### src/rtl/core/ssdmux_pkg.sv
// Shared types, constants and glyph table of the two-digit display driver.
package ssdmux_pkg;

  // Word opcodes; the unused code is ignored
  typedef enum logic [1:0] {
    OP_TICK     = 2'd0,
    OP_SET_MAIN = 2'd1,
    OP_SET_ALT  = 2'd2
  } op_e;

  localparam int unsigned GlyphCount = 24;

  localparam logic [6:0] BLANK_PATTERN    = 7'h7f;
  localparam logic [7:0] DURATION_FOREVER = 8'hff;
  localparam logic [7:0] DECREMENT_POINT  = 8'h80;

  // Pattern store entries
  localparam logic [1:0] ENTRY_MAIN_LOW  = 2'd0;
  localparam logic [1:0] ENTRY_MAIN_HIGH = 2'd1;
  localparam logic [1:0] ENTRY_ALT_LOW   = 2'd2;
  localparam logic [1:0] ENTRY_ALT_HIGH  = 2'd3;

  // Active-low segment patterns: hex digits, then dash, P, blank, U, r, c, n, o
  localparam logic [6:0] GLYPH_TABLE [GlyphCount] = '{
    7'd8,   7'd94, 7'd34,  7'd66, 7'd84, 7'd65, 7'd1,  7'd90,
    7'd0,   7'd64, 7'd16,  7'd5,  7'd41, 7'd6,  7'd33, 7'd49,
    7'd119, 7'd48, 7'd127, 7'd12, 7'd55, 7'd39, 7'd23, 7'd7
  };

  // Codes past the table show blank
  function automatic logic [6:0] glyph_pattern(logic [4:0] code);
    logic [6:0] pat;
    pat = BLANK_PATTERN;
    if (32'(code) < GlyphCount) begin
      pat = GLYPH_TABLE[code];
    end
    return pat;
  endfunction

endpackage

### src/rtl/core/ssdmux_decode.sv
// Glyph code to active-low segment pattern decoder.
module ssdmux_decode (
  input  logic [4:0] code_i,
  output logic [6:0] pattern_o
);
  import ssdmux_pkg::*;

  // table lookup with blank for unknown codes
  assign pattern_o = glyph_pattern(code_i);

endmodule

### src/rtl/core/seven_segment_two_digit_mux.sv
// Two-digit multiplexed seven-segment display driver, top level.
//
//  channel | handshake               | word
//  --------+-------------------------+------------------------------------------
//  in      | in_valid_i / in_stall_o | op, glyph_high, glyph_low, cancel, duration
//  out     | out_valid_o/ out_stall_i| segments_n, right_digit_select, count
//
// One word per cycle while the input is not stalled: a word is held in the input
// register, and a tick is then registered into the output register.
// Set words update the pattern store and produce no output word.
// Reset clears the count and the alternate time and blanks all four patterns.
// A tick waits in the input register while the output word is stalled;
// the input stalls only then.
module seven_segment_two_digit_mux (
  input  logic       clk_i,
  input  logic       rst_ni,
  input  logic       in_valid_i,
  output logic       in_stall_o,
  input  logic [1:0] op_i,
  input  logic [4:0] glyph_high_i,
  input  logic [4:0] glyph_low_i,
  input  logic       cancel_alternate_i,
  input  logic [7:0] alt_duration_i,
  output logic       out_valid_o,
  input  logic       out_stall_i,
  output logic [6:0] segments_n_o,
  output logic       right_digit_select_o,
  output logic [7:0] refresh_count_o
);
  import ssdmux_pkg::*;

  // input register
  logic       in_valid_q, in_valid_d;
  logic [1:0] op_q;
  logic [4:0] glyph_high_q, glyph_low_q;
  logic       cancel_q;
  logic [7:0] duration_q;

  // state
  logic [7:0] tick_cnt_q, tick_cnt_d;
  logic [7:0] alt_rem_q, alt_rem_d;
  logic [6:0] store_q [4];
  logic [6:0] store_d [4];

  // output register
  logic       out_valid_q, out_valid_d;
  logic [6:0] seg_q, seg_d;
  logic       rsel_q, rsel_d;
  logic [7:0] cnt_out_q, cnt_out_d;

  logic       in_accept, out_free, is_tick, advance;
  logic [7:0] cnt_inc;
  logic [1:0] pick;
  logic [6:0] pat_high, pat_low;

  // glyph decoders on the held word
  ssdmux_decode u_dec_high (.code_i(glyph_high_q), .pattern_o(pat_high));
  ssdmux_decode u_dec_low  (.code_i(glyph_low_q),  .pattern_o(pat_low));

  // handshake
  assign out_free   = !out_valid_q || !out_stall_i;
  assign is_tick    = (op_q == OP_TICK);
  assign advance    = in_valid_q && (!is_tick || out_free);
  assign in_stall_o = in_valid_q && !advance;
  assign in_accept  = in_valid_i && !in_stall_o;

  assign cnt_inc = 8'(tick_cnt_q + 8'd1);
  assign pick    = {alt_rem_q != 8'd0, cnt_inc[0]};

  // word processing
  always_comb begin
    tick_cnt_d  = tick_cnt_q;
    alt_rem_d   = alt_rem_q;
    store_d     = store_q;
    seg_d       = seg_q;
    rsel_d      = rsel_q;
    cnt_out_d   = cnt_out_q;
    out_valid_d = out_valid_q && out_stall_i;
    in_valid_d  = in_accept || (in_valid_q && !advance);
    if (advance) begin
      unique case (op_q)
        OP_TICK: begin
          tick_cnt_d  = cnt_inc;
          seg_d       = store_q[pick];
          rsel_d      = !cnt_inc[0];
          cnt_out_d   = cnt_inc;
          out_valid_d = 1'b1;
          if (alt_rem_q != 8'd0 && alt_rem_q != DURATION_FOREVER &&
              cnt_inc == DECREMENT_POINT) begin
            alt_rem_d = 8'(alt_rem_q - 8'd1);
          end
        end
        OP_SET_MAIN: begin
          store_d[ENTRY_MAIN_LOW]  = pat_low;
          store_d[ENTRY_MAIN_HIGH] = pat_high;
          if (cancel_q) begin
            alt_rem_d = 8'd0;
          end
        end
        OP_SET_ALT: begin
          store_d[ENTRY_ALT_LOW]  = pat_low;
          store_d[ENTRY_ALT_HIGH] = pat_high;
          alt_rem_d               = duration_q;
        end
        default: begin
        end
      endcase
    end
  end

  // control and state registers
  always_ff @(posedge clk_i or negedge rst_ni) begin
    if (!rst_ni) begin
      in_valid_q  <= 1'b0;
      out_valid_q <= 1'b0;
      tick_cnt_q  <= 8'd0;
      alt_rem_q   <= 8'd0;
      for (int i = 0; i < 4; i++) begin
        store_q[i] <= BLANK_PATTERN;
      end
    end else begin
      in_valid_q  <= in_valid_d;
      out_valid_q <= out_valid_d;
      tick_cnt_q  <= tick_cnt_d;
      alt_rem_q   <= alt_rem_d;
      store_q     <= store_d;
    end
  end

  // payload registers
  always_ff @(posedge clk_i) begin
    if (in_accept) begin
      op_q         <= op_i;
      glyph_high_q <= glyph_high_i;
      glyph_low_q  <= glyph_low_i;
      cancel_q     <= cancel_alternate_i;
      duration_q   <= alt_duration_i;
    end
    seg_q     <= seg_d;
    rsel_q    <= rsel_d;
    cnt_out_q <= cnt_out_d;
  end

  assign out_valid_o          = out_valid_q;
  assign segments_n_o         = seg_q;
  assign right_digit_select_o = rsel_q;
  assign refresh_count_o      = cnt_out_q;

endmodule

### config.mk
export PLATFORM = sky130hd
export DESIGN_NAME = seven_segment_two_digit_mux
export DESIGN_NICKNAME = d
export VERILOG_FILES = /design/src/rtl/core/ssdmux_pkg.sv /design/src/rtl/core/ssdmux_decode.sv /design/src/rtl/core/seven_segment_two_digit_mux.sv
export SDC_FILE = /design/constraint.sdc
export NUM_CORES = 1
export LEC_CHECK = 0
export BUFFER_PORTS_ARGS = -buffer_cell sky130_fd_sc_hd__buf_2
export CORE_UTILIZATION = 50
export DETAILED_ROUTE_END_ITERATION = 16
export GPL_TIMING_DRIVEN = 0
export HOLD_SLACK_MARGIN = 0.02
export MAX_ROUTING_LAYER = met4
export PLACE_DENSITY_LB_ADDON = 0.15
export SYNTH_ARGS = -nofsm -noshare
export SYNTH_HDL_FRONTEND = slang
export SYNTH_SLANG_ARGS = --single-unit
### constraint.sdc
create_clock -name clk_i -period 7.1 [get_ports clk_i]
set_clock_uncertainty 0.1 [all_clocks]
set_input_delay 1.065 -clock clk_i [delete_from_list [all_inputs] [get_ports clk_i]]
set_output_delay 1.065 -clock clk_i [all_outputs]
set_load 0.005 [all_outputs]
==> results.yml <==
clocking:
  clk-insertion-delay-late_ns: 0.36
  cts_buffer_depth: 2
  cts_setup_buffers: 0
  cts_buffers: 9
  cts-htree-levels: 3
  clock-sinks: 83
  cts_root_buf: "clkbuf_8"
  clkSlewWorstSetupHoldPaths_ns: 0.08
  cts_resized: 0
  cts_hold_buf: 0
  cts_tree: "built"
power_and_ir_drop:
  comb_power_share: 0.278
  cell_internal_pwr_w: 0.000956
  p_sw_w: 0.000430
  pwr-share-seq: 0.504
  clockPowerShare: 0.218
  switching_share: 0.310
  p_per_area_nw_per_um2: 286
  power.leakage_nw: 2.04
  max-vdd-ir-drop_mv: 0.112
die:
  die_h_um: 95.1
  die_w_um: 95.1
  die_area_um2: 9050
  start_util: 0.522
  rows: 33
  ios: 43
  coreArea_um2: 8300
timing:
  fmax_ghz: 0.367
  slew_viol_final: 0
  max_slew.worst_pin.slew_ns: 1.01
  hold_viol_final: 0
  post-route-min-period_ns: 2.72
  setup-tns-final_ns: 0
  timing.final.crit_share: 0.384
  rsz0062_at_grt: "false"
  slew_headroom: 0.328
  setup_viol: 0
  worst_slack_ns: 4.38
place:
  port_buffers: 42
  post-place-ws_ns: 4.07
  place.gp.congestion: 0.907
  hpwl_mm: 5.64
  dp_cells: 506
critical_path:
  path_class: "reg2out"
  startpoint_type: "flop"
  slowest_delay_ns: 0.43
  cpMostUsedCell: "inv_1"
  crit_required_ns: 5.93
  r2r_cells: 8
  cp_num_buf_inv: 3
  cpLargestDelayFamily: "flip-flops"
  crit_slowest_cell: "edfxtp_1"
  worstSetupEndpointType: "output port"
  cp_max_fo: 4
  path_depth: 5
  cp.arrival_ns: 1.56
  crit_chain: "inv_1, ha_1, nand4_1, inv_1, buf_2"
final_layout:
  diodes: 0
  drive_above_1_share: 0.290
  layout.cells.non_filler: 522
  area_growth_syn_to_layout_pct: 11.8
  finalNetCount: 459
  fillers: 691
global_route:
  grt_usage: 0.197
  grt_first_pass_wirelength_mm: 13.0
  grt_overflow: 0
  grt_max_degree: 47
  antenna_found_initial: 0
  grt_pass1_vias: 2632
logic_synthesis:
  synth_cell_types: 53
  netlist_area_um2: 4340
  dominantRegCellSynth: "edfxtp_1"
  synth_area_per_cell_um2: 12.1
  seq_area_frac_synth: 0.530
  synthTopCellsByArea: "edfxtp_1, dfstp_2, dfrtp_1, ha_1, mux2_2"
  synth_enable_flop_cells: 37
  synth_area_leader_cell: "edfxtp_1"
  syn_inst: 359
  synth_top_area_share: 0.256
  yosysWarnings: 0
  synthesis.nets: 406
  synthArstFlopShare: 0.554
  ys_seq_elements: 83
min_path:
  hold_depth: 2
  worstHoldPathType: "reg2reg"
routing:
  drcViolationCount: 0
  wl_per_cell_um: 15.2
  via_per_inst: 5.54
  initialDrtViolationCount: 191
  antenna_left: 0
  drt_wl_total_mm: 7.92
  dr.pass1.iters: 4
  vias: 2892
status:
  status: "completed"
run:
  drv_cap: 0
[worst paths after layout]
kind	startpoint	end	slack, ns
setup / recovery	op_q[0]	in_stall_o	4.38
hold / removal	store_q[3]	store_q[3]	0.38
min in group asynchronous	rst_ni	tick_cnt_q[3]	0.77
hold reg to reg	store_q[3]	store_q[3]	0.38
setup reg to reg	tick_cnt_q[1]	alt_rem_q[3]	4.45
max in group asynchronous	rst_ni	alt_rem_q[0]	5.50
[state kept, by name, summed over array words and instances (netlist names)]
name / cells
alt_rem_q: 8
cancel_q: 1
duration_q: 8
glyph_high_q: 5
glyph_low_q: 5
in_valid_q: 1
op_q: 2
out_valid_o: 1
refresh_count_o: 8
right_digit_select_o: 1
segments_n_o: 7
store_q: 28
tick_cnt_q: 8
[stage by stage]
step,cell area [um^2],hold WS (ns),total power (W),util
3_5_place_dp,4680,0.372,0.00109,0.564
4_1_cts,4850,0.385,0.00140,0.584
2_1_floorplan,4340,0.355,0.000986,-
6_report,4850,0.382,0.00139,0.584
3_3_place_gp,4680,0.368,0.00108,0.564
5_1_grt,4850,0.404,0.00147,0.584
[cell usage after synthesis, drive strengths merged, types with 2 or more instances]
cell     instances
nor2b            7
a31oi            5
mux2i            2
a22oi            4
xor2             7
nand3            8
o211ai           3
clkbuf          14
dfstp           28
a211oi           3
nor3             7
o21ai           21
nand2b           4
o2bb2ai          7
mux4             8
mux2            23
and2             3
nor2            24
xnor2            6
nand4            4
inv             18
edfxtp          37
buf              3
nand2           36
dfrtp           18
ha              22
a32oi            2
o22a             2
a21oi           18
[power groups by stage]
| stage | combinational [W] | sequential (W) | clock [W] |
|---|---|---|---|
| finish | 0.000385 | 0.000699 | 0.000302 |
| detailed placement | 0.000383 | 0.000708 | 0 |
| global route | 0.000427 | 0.000711 | 0.000330 |
| CTS | 0.000386 | 0.000699 | 0.000311 |
| floorplan | 0.000297 | 0.000689 | 0 |
| global placement | 0.000370 | 0.000705 | 0 |
[cell usage in the layout, fill, tap and decap left out, types with 4 or more instances in the layout]
master	Yosys	routed
a21oi_1	18	18
a22oi_1	4	4
a31oi_1	5	5
buf_2	0	42
clkbuf_1	12	13
clkbuf_8	2	12
clkinv_2	0	4
dfrtp_1	18	18
dfstp_2	28	28
edfxtp_1	37	37
ha_1	22	22
inv_1	18	18
mux2_2	23	23
mux4_1	7	7
nand2_1	35	35
nand2b_1	4	4
nand3_1	7	7
nor2_1	23	23
nor2b_1	7	7
nor3_1	7	7
o21ai_0	21	21
o2bb2ai_1	7	7
xnor2_1	6	6
xor2_1	7	7
[cell type report]
| type | instances | area, um^2 | share of cell area |
|---|---|---|---|
| flip-flops and latches | 83 | 2300 | 0.474 |
| clock buffers | 11 | 141 | 0.0292 |
| plain buffers | 17 | 103 | 0.0212 |
| well taps | 105 | 131 | 0.0271 |
| inverters | 18 | 67.6 | 0.0139 |
| multi-input cells | 241 | 1870 | 0.385 |
| clock inverters | 5 | 28.8 | 0.00594 |
| repair buffers | 42 | 210 | 0.0434 |
[cell families after synthesis]
group	Yosys count	synth area share
xor+xnor	13	0.0263
compound gates	76	0.117
flops	83	0.530
mux	33	0.112
fa+ha+maj	22	0.0635
buf+inv	35	0.0392
simple gates	97	0.112
[worst min-delay path, stage by stage, from the launching register on]
cell	delay [ns]
dfstp_2	0.37
nand2_1	0.04
o21ai_0	0.06
[per-layer routing]
layer	wire length, um	GRT usage	vias up
met5	0	-	-
met4	129	0.0758	0
met3	289	0.0343	11
met2	3620	0.285	80
met1	3880	0.277	1390
li1	-	-	1411
Note: power is estimated with default switching activity, not from simulation.
